===== src/sv/hdt_pkg.sv =====
// Package for the handheld divider and timer block.
// Types, fixed periods and the timer rate table; no dependencies.
package hdt_pkg;

    localparam int AccW   = 16;
    localparam int CountW = 8;
    localparam int CycW   = 5;

    localparam logic [AccW-1:0] DivPeriod     = 16'd256;
    localparam logic [AccW-1:0] DivPeriodFast = 16'd512;

    // timer_control fields
    localparam int CtrlW      = 3;
    localparam int CtrlEnBit  = 2;

    // register indexes on the configuration port
    localparam int CfgIdxW = 2;
    localparam logic [CfgIdxW-1:0] RegTimerControl = 2'd0;
    localparam logic [CfgIdxW-1:0] RegReloadValue  = 2'd1;
    localparam logic [CfgIdxW-1:0] RegDoubleSpeed  = 2'd2;

    typedef enum logic [1:0] {
        RATE_1024 = 2'd0,
        RATE_16   = 2'd1,
        RATE_64   = 2'd2,
        RATE_256  = 2'd3
    } rate_sel_t;

    typedef struct packed {
        logic [AccW-1:0]   div_accum;
        logic [CountW-1:0] div_count;
        logic [AccW-1:0]   tmr_prescale;
        logic [CountW-1:0] tmr_count;
        logic              ovf_pending;
    } state_t;

    typedef struct packed {
        logic              tmr_enable;
        rate_sel_t         rate_sel;
        logic [CountW-1:0] reload_value;
        logic              double_speed;
    } cfg_t;

    typedef struct packed {
        logic [CountW-1:0] divider_value;
        logic [CountW-1:0] timer_value;
        logic              timer_irq;
    } result_t;

    // base timer period for a rate select, before double-speed scaling
    function automatic logic [AccW-1:0] timer_period(input rate_sel_t sel);
        logic [AccW-1:0] p;
        unique case (sel)
            RATE_1024: p = 16'd1024;
            RATE_16:   p = 16'd16;
            RATE_64:   p = 16'd64;
            RATE_256:  p = 16'd256;
            default:   p = 16'd1024;
        endcase
        return p;
    endfunction

endpackage


===== src/sv/hdt_step.sv =====
// Next-state logic for one transfer: overflow service, divider, timer.
// Depends on hdt_pkg.
module hdt_step (
    input  hdt_pkg::state_t       state_cur,
    input  hdt_pkg::cfg_t         cfg,
    input  logic [4:0]            cycles,
    output hdt_pkg::state_t       state_new,
    output hdt_pkg::result_t      result
);
    import hdt_pkg::*;

    logic [AccW-1:0] div_per;
    logic [AccW-1:0] tmr_base;
    logic [AccW-1:0] tmr_per;
    logic [AccW-1:0] cyc_ext;

    assign cyc_ext  = {{(AccW-CycW){1'b0}}, cycles};
    assign div_per  = cfg.double_speed ? DivPeriodFast : DivPeriod;
    assign tmr_base = timer_period(cfg.rate_sel);
    assign tmr_per  = cfg.double_speed ? {tmr_base[AccW-2:0], 1'b0} : tmr_base;

    always_comb begin
        state_new        = state_cur;
        result.timer_irq = 1'b0;

        // pending overflow is serviced before any counting
        if (state_cur.ovf_pending) begin
            state_new.tmr_count   = cfg.reload_value;
            state_new.ovf_pending = 1'b0;
            result.timer_irq      = 1'b1;
        end

        // at most one divider tick per transfer
        state_new.div_accum = state_cur.div_accum + cyc_ext;
        if (state_new.div_accum >= div_per) begin
            state_new.div_accum = state_new.div_accum - div_per;
            state_new.div_count = state_cur.div_count + 8'd1;
        end

        if (cfg.tmr_enable) begin
            state_new.tmr_prescale = state_cur.tmr_prescale + cyc_ext;
            if (state_new.tmr_prescale >= tmr_per) begin
                state_new.tmr_prescale = state_new.tmr_prescale - tmr_per;
                state_new.tmr_count    = state_new.tmr_count + 8'd1;
                if (state_new.tmr_count == '0) begin
                    state_new.ovf_pending = 1'b1;
                end
            end
        end

        result.divider_value = state_new.div_count;
        result.timer_value   = state_new.tmr_count;
    end

endmodule


===== src/sv/handheld_divider_and_timer.sv =====
// Divider and timer block: top level with input stage, state and result stage.
// Input and result stages are both registered; one transfer per cycle sustained while m_tready is high.
// State, configuration and valid flags clear on synchronous active-low aresetn.
// Depends on hdt_pkg and hdt_step.
module handheld_divider_and_timer (
    input  logic        aclk,
    input  logic        aresetn,
    // configuration write port
    input  logic        cfg_wr_en,
    input  logic [1:0]  cfg_index,
    input  logic [7:0]  cfg_wr_data,
    // input stream
    input  logic        s_tvalid,
    output logic        s_tready,
    input  logic [7:0]  s_tdata,   // [4:0] elapsed_cycles, [7:5] zero
    // result stream
    output logic        m_tvalid,
    input  logic        m_tready,
    output logic [23:0] m_tdata    // [7:0] divider_value, [15:8] timer_value,
                                   // [16] timer_irq, [23:17] zero
);
    import hdt_pkg::*;

    // configuration registers
    logic [CtrlW-1:0]  timer_control_reg;
    logic [CountW-1:0] reload_value_reg;
    logic              double_speed_reg;

    // input stage
    logic              in_valid_reg;
    logic [CycW-1:0]   in_cycles_reg;

    // counter state, updated as an item moves into the result stage
    state_t            state_reg;
    state_t            state_next;

    // result stage
    logic              out_valid_reg;
    result_t           out_reg;
    result_t           out_next;

    cfg_t              cfg;
    logic              advance;

    assign cfg.tmr_enable   = timer_control_reg[CtrlEnBit];
    assign cfg.rate_sel     = rate_sel_t'(timer_control_reg[1:0]);
    assign cfg.reload_value = reload_value_reg;
    assign cfg.double_speed = double_speed_reg;

    // the input stage moves on whenever the result stage is empty or draining
    assign advance  = in_valid_reg && (!out_valid_reg || m_tready);
    assign s_tready = !in_valid_reg || advance;

    hdt_step u_step (
        .state_cur (state_reg),
        .cfg       (cfg),
        .cycles    (in_cycles_reg),
        .state_new (state_next),
        .result    (out_next)
    );

    // configuration writes; upper data bits beyond a register's width are dropped
    always_ff @(posedge aclk) begin
        if (!aresetn) begin
            timer_control_reg <= '0;
            reload_value_reg  <= '0;
            double_speed_reg  <= 1'b0;
        end else if (cfg_wr_en) begin
            unique case (cfg_index)
                RegTimerControl: timer_control_reg <= cfg_wr_data[CtrlW-1:0];
                RegReloadValue:  reload_value_reg  <= cfg_wr_data;
                RegDoubleSpeed:  double_speed_reg  <= cfg_wr_data[0];
                default: ;
            endcase
        end
    end

    // input stage valid
    always_ff @(posedge aclk) begin
        if (!aresetn) begin
            in_valid_reg <= 1'b0;
        end else if (s_tready) begin
            in_valid_reg <= s_tvalid;
        end
    end

    // input payload, no reset needed
    always_ff @(posedge aclk) begin
        if (s_tvalid && s_tready) begin
            in_cycles_reg <= s_tdata[CycW-1:0];
        end
    end

    // counter state advances exactly once per item
    always_ff @(posedge aclk) begin
        if (!aresetn) begin
            state_reg <= '0;
        end else if (advance) begin
            state_reg <= state_next;
        end
    end

    // result stage
    always_ff @(posedge aclk) begin
        if (!aresetn) begin
            out_valid_reg <= 1'b0;
        end else if (advance) begin
            out_valid_reg <= 1'b1;
        end else if (m_tready) begin
            out_valid_reg <= 1'b0;
        end
    end

    always_ff @(posedge aclk) begin
        if (advance) begin
            out_reg <= out_next;
        end
    end

    assign m_tvalid = out_valid_reg;
    assign m_tdata  = {7'd0, out_reg.timer_irq, out_reg.timer_value, out_reg.divider_value};

endmodule


===== config.mk =====
export PLATFORM = sky130hd
export DESIGN_NAME = handheld_divider_and_timer
export DESIGN_NICKNAME = d
export VERILOG_FILES = /design/src/sv/hdt_pkg.sv /design/src/sv/hdt_step.sv /design/src/sv/handheld_divider_and_timer.sv
export SDC_FILE = /design/constraint.sdc
export NUM_CORES = 1
export LEC_CHECK = 0
export BUFFER_PORTS_ARGS = -buffer_cell sky130_fd_sc_hd__buf_4
export CORE_MARGIN = 2
export CORE_UTILIZATION = 35
export DETAILED_ROUTE_END_ITERATION = 10
export SLEW_MARGIN = 20
export SYNTH_ARGS = -nofsm -noshare
export SYNTH_HDL_FRONTEND = slang
export SYNTH_HIERARCHICAL = 1
export SYNTH_SLANG_ARGS = --single-unit

===== constraint.sdc =====
create_clock -name aclk -period 13.3 [get_ports aclk]
set_clock_uncertainty 0.1 [all_clocks]
set_input_delay 3.325 -clock aclk [delete_from_list [all_inputs] [get_ports aclk]]
set_output_delay 3.325 -clock aclk [all_outputs]
set_load 0.1 [all_outputs]

==> flow_metrics.env <==
export IMPL_timing_final_hold_violations=0
export IMPL_tightest_slew_ps=856
export IMPL_dp_slack_ps=5960
export IMPL_dp_cells=928
export IMPL_largest_reg_flops=49
export IMPL_fillers=1797
export IMPL_core_area_um2=17200
export IMPL_area_delta_synth_final_pct=7.87
export IMPL_layout_drive_gt1_share=0.131
export IMPL_slew_viol_final=0
export IMPL_synth_cell_types=77
export IMPL_syn_area_per_cell_um2=8.58
export IMPL_hold_path_cell_count=2
export IMPL_setup_ws_ps=5960
export IMPL_grt_max_degree=81
export IMPL_stdcell_count=944
export IMPL_numCtsBuffers=9
export IMPL_setup_viol=0
export IMPL_vias=4764
export IMPL_fmax_mhz=136
export IMPL_cts_tree="done"
export IMPL_grt_antenna_before_repair=0
export IMPL_die_x_um=136
export IMPL_clk_pin_slew_ps=70
export IMPL_ios=49
export IMPL_die_h_um=136
export IMPL_cts_max_level=3
export IMPL_wl_per_cell_um=13.2
export IMPL_ctsHoldBuffers=0
export IMPL_synth_ff_type="dfxtp_1"
export IMPL_insertion_delay_ps=350
export IMPL_ys_ff_latch=85
export IMPL_cp_end_kind="output pin"
export IMPL_crit_end="s_tready"
export IMPL_rows=48
export IMPL_status="completed"
export IMPL_worstHoldPathType="register to register"
export IMPL_worstSetupStartpoint="m_tready"
export IMPL_fin_crit_ps=7340
export IMPL_antenna_cells=0
export IMPL_gp_congestion=0.817
export IMPL_cp_start_kind="primary input"
export IMPL_synth_area_um2=6100
export IMPL_synth_warnings=6
export IMPL_cp_slowest_cell="buf_4"
export IMPL_dr_pass1_iters=4
export IMPL_antenna_left=0
export IMPL_synth_edff_count=22
export IMPL_max_vdd_ir_drop_uv=120
export IMPL_synth_yosys_seq_area_share=0.315
export IMPL_dieArea_um2=18500
export IMPL_grt_pass1_wl_um=21100
export IMPL_fin_tns_setup_ps=0
export IMPL_path_common_cell="buf_4"
export IMPL_clockRootBuffer="clkbuf_16"
export IMPL_wl_um=12500
export IMPL_initial_utilization=0.355
export IMPL_crit_type="primary input to output pin"
export IMPL_path_cells="buf_4 -> nor2b_4 -> nand2_1 -> buf_4"
export IMPL_post_cts_buffers=0
export IMPL_cp_data_arrival_time_ps=3920
export IMPL_r2r_end="state_reg[2]"
export IMPL_finalCritPeriodShare=0.552
export IMPL_critPathMaxFanout=4
export IMPL_dp_hpwl_um=8800
export IMPL_power_total_uw=861
export IMPL_grt_overflow_total=0
export IMPL_relSlewSlack=0.430
export IMPL_power_density_nw_per_um2=131
export IMPL_drc=0
export IMPL_vias_per_cell=5.05
export IMPL_clockBufferDepth=2
export IMPL_cp_required_ps=9880
export IMPL_rrSetupSlack_ps=8470
export IMPL_leakagePower_uw=0.00245
export IMPL_synthCells=711
export IMPL_cts_sinks=85
export IMPL_port_buffers=38
export IMPL_grt_pass1_vias=4379
export IMPL_fin_nets=763
export IMPL_grt_util_all_layers=0.142
export IMPL_drv_cap=0
export IMPL_critPathMaxStageDelay_ps=230
export IMPL_drt_iter0_markers=241
export IMPL_r2r_worst_path_cells=18
export IMPL_rsz0062_at_grt="no"
export IMPL_rr_startpoint="in_cycles_reg[0]"
export IMPL_cts_resized=0
export IMPL_async_flop_share=0
==> routing by layer <==
layer,vias to the layer above,share of wire,wire (um),GRT usage
met4,0,0.013,157,0.0399
met2,75,0.44,5480,0.220
li1,2478,-,-,-
met3,14,0.035,436,0.0328
met5,-,0,0,0
met1,2197,0.51,6400,0.196
==> cells in the mapped netlist (5+ instances only) <==
master	number	share of area
mux2_2	9	0.017
mux2i_1	62	0.10
and2_1	5	0.0051
and3_1	10	0.010
a21o_1	7	0.0086
clkbuf_1	9	0.0055
edfxtp_1	22	0.11
o21ai_0	29	0.024
ha_1	22	0.045
buf_4	26	0.032
o21a_1	5	0.0062
buf_12	5	0.016
buf_2	12	0.0098
nand3_1	37	0.030
a21oi_1	27	0.022
a211oi_1	5	0.0062
o31ai_1	5	0.0062
nand3b_1	6	0.0074
inv_1	11	0.0068
nor2_1	37	0.023
dfxtp_1	63	0.21
nor3_1	9	0.0074
xnor2_1	35	0.050
nand4_1	10	0.010
xor2_1	13	0.019
nand2_1	146	0.090
==> cell type report <==
class	instances	area, um^2	share of cell area
well taps	225	282	0.0428
repair buffers	41	308	0.0468
clock inverters	7	53.8	0.00817
inverters	11	41.3	0.00627
flip-flops and latches	85	1920	0.292
multi-input cells	566	3750	0.570
clock buffers	9	225	0.0342
==> kinds of logic (layout without fill, tap and decap cells) <==
family                   Yosys count  in the layout  share of synthesized area
XOR/XNOR                          49             49                     0.0716
adder cells (fa/ha/maj)           26             26                     0.0582
other                              1              7                   0.000615
AND/OR/NAND/NOR                  294            294                      0.226
flip-flops                        85             85                      0.315
multiplexers                      73             73                      0.124
AO/OA/AOI/OAI                    117            117                      0.130
buffers and inverters             66             68                     0.0748
==> worst min path at each step <==
| stage | endpoint | slack, ps | startpoint |
|---|---|---|---|
| after floorplan | state_reg[14] | 330 | state_reg[14] |
| after CTS | state_reg[2] | 370 | state_reg[2] |
| final | state_reg[2] | 360 | state_reg[2] |
| after detailed placement | state_reg[2] | 360 | state_reg[2] |
| after global routing | state_reg[1] | 380 | state_reg[1] |
| after global placement | state_reg[4] | 340 | state_reg[4] |
==> per-stage QoR <==
| stage | instance area, um^2 | hold slack, ps | util |
|---|---|---|---|
| final | 6580 | 360 | 0.383 |
| after global routing | 6580 | 379 | 0.383 |
| after CTS | 6580 | 366 | 0.383 |
| after detailed placement | 6300 | 355 | 0.367 |
| after global placement | 6300 | 342 | 0.367 |
| after floorplan | 6120 | 331 | - |
==> layout by cell type (no fill, tap or decap), drive strengths merged, types with 5 or more instances in the layout <==
cell type and instances:
nand2 148, dfxtp 63, mux2i 63, buf 41
nor2 39, nand3 37, xnor2 35, o21ai 30
a21oi 28, edfxtp 22, ha 22, inv 15
xor2 14, and3 11, nand4 10, nor3 10
mux2 10, clkbuf 9, a21o 8, conb 7
a211oi 7, nand3b 6, o21a 6, nor2b 6
and2 5, o31ai 5
==> where the power goes <==
part           internal, uW  leakage (uW)  switching (uW)
clock                   129      0.000141             114
combinational           117       0.00159             191
sequential              287      0.000721            21.5
==> worst max-delay path: cells and delay by family <==
kind / cells / cell delay, ps
buffers and inverters: 2 / 350
and+or+nand+nor: 2 / 240
Note: power is estimated with default switching activity, not from simulation.
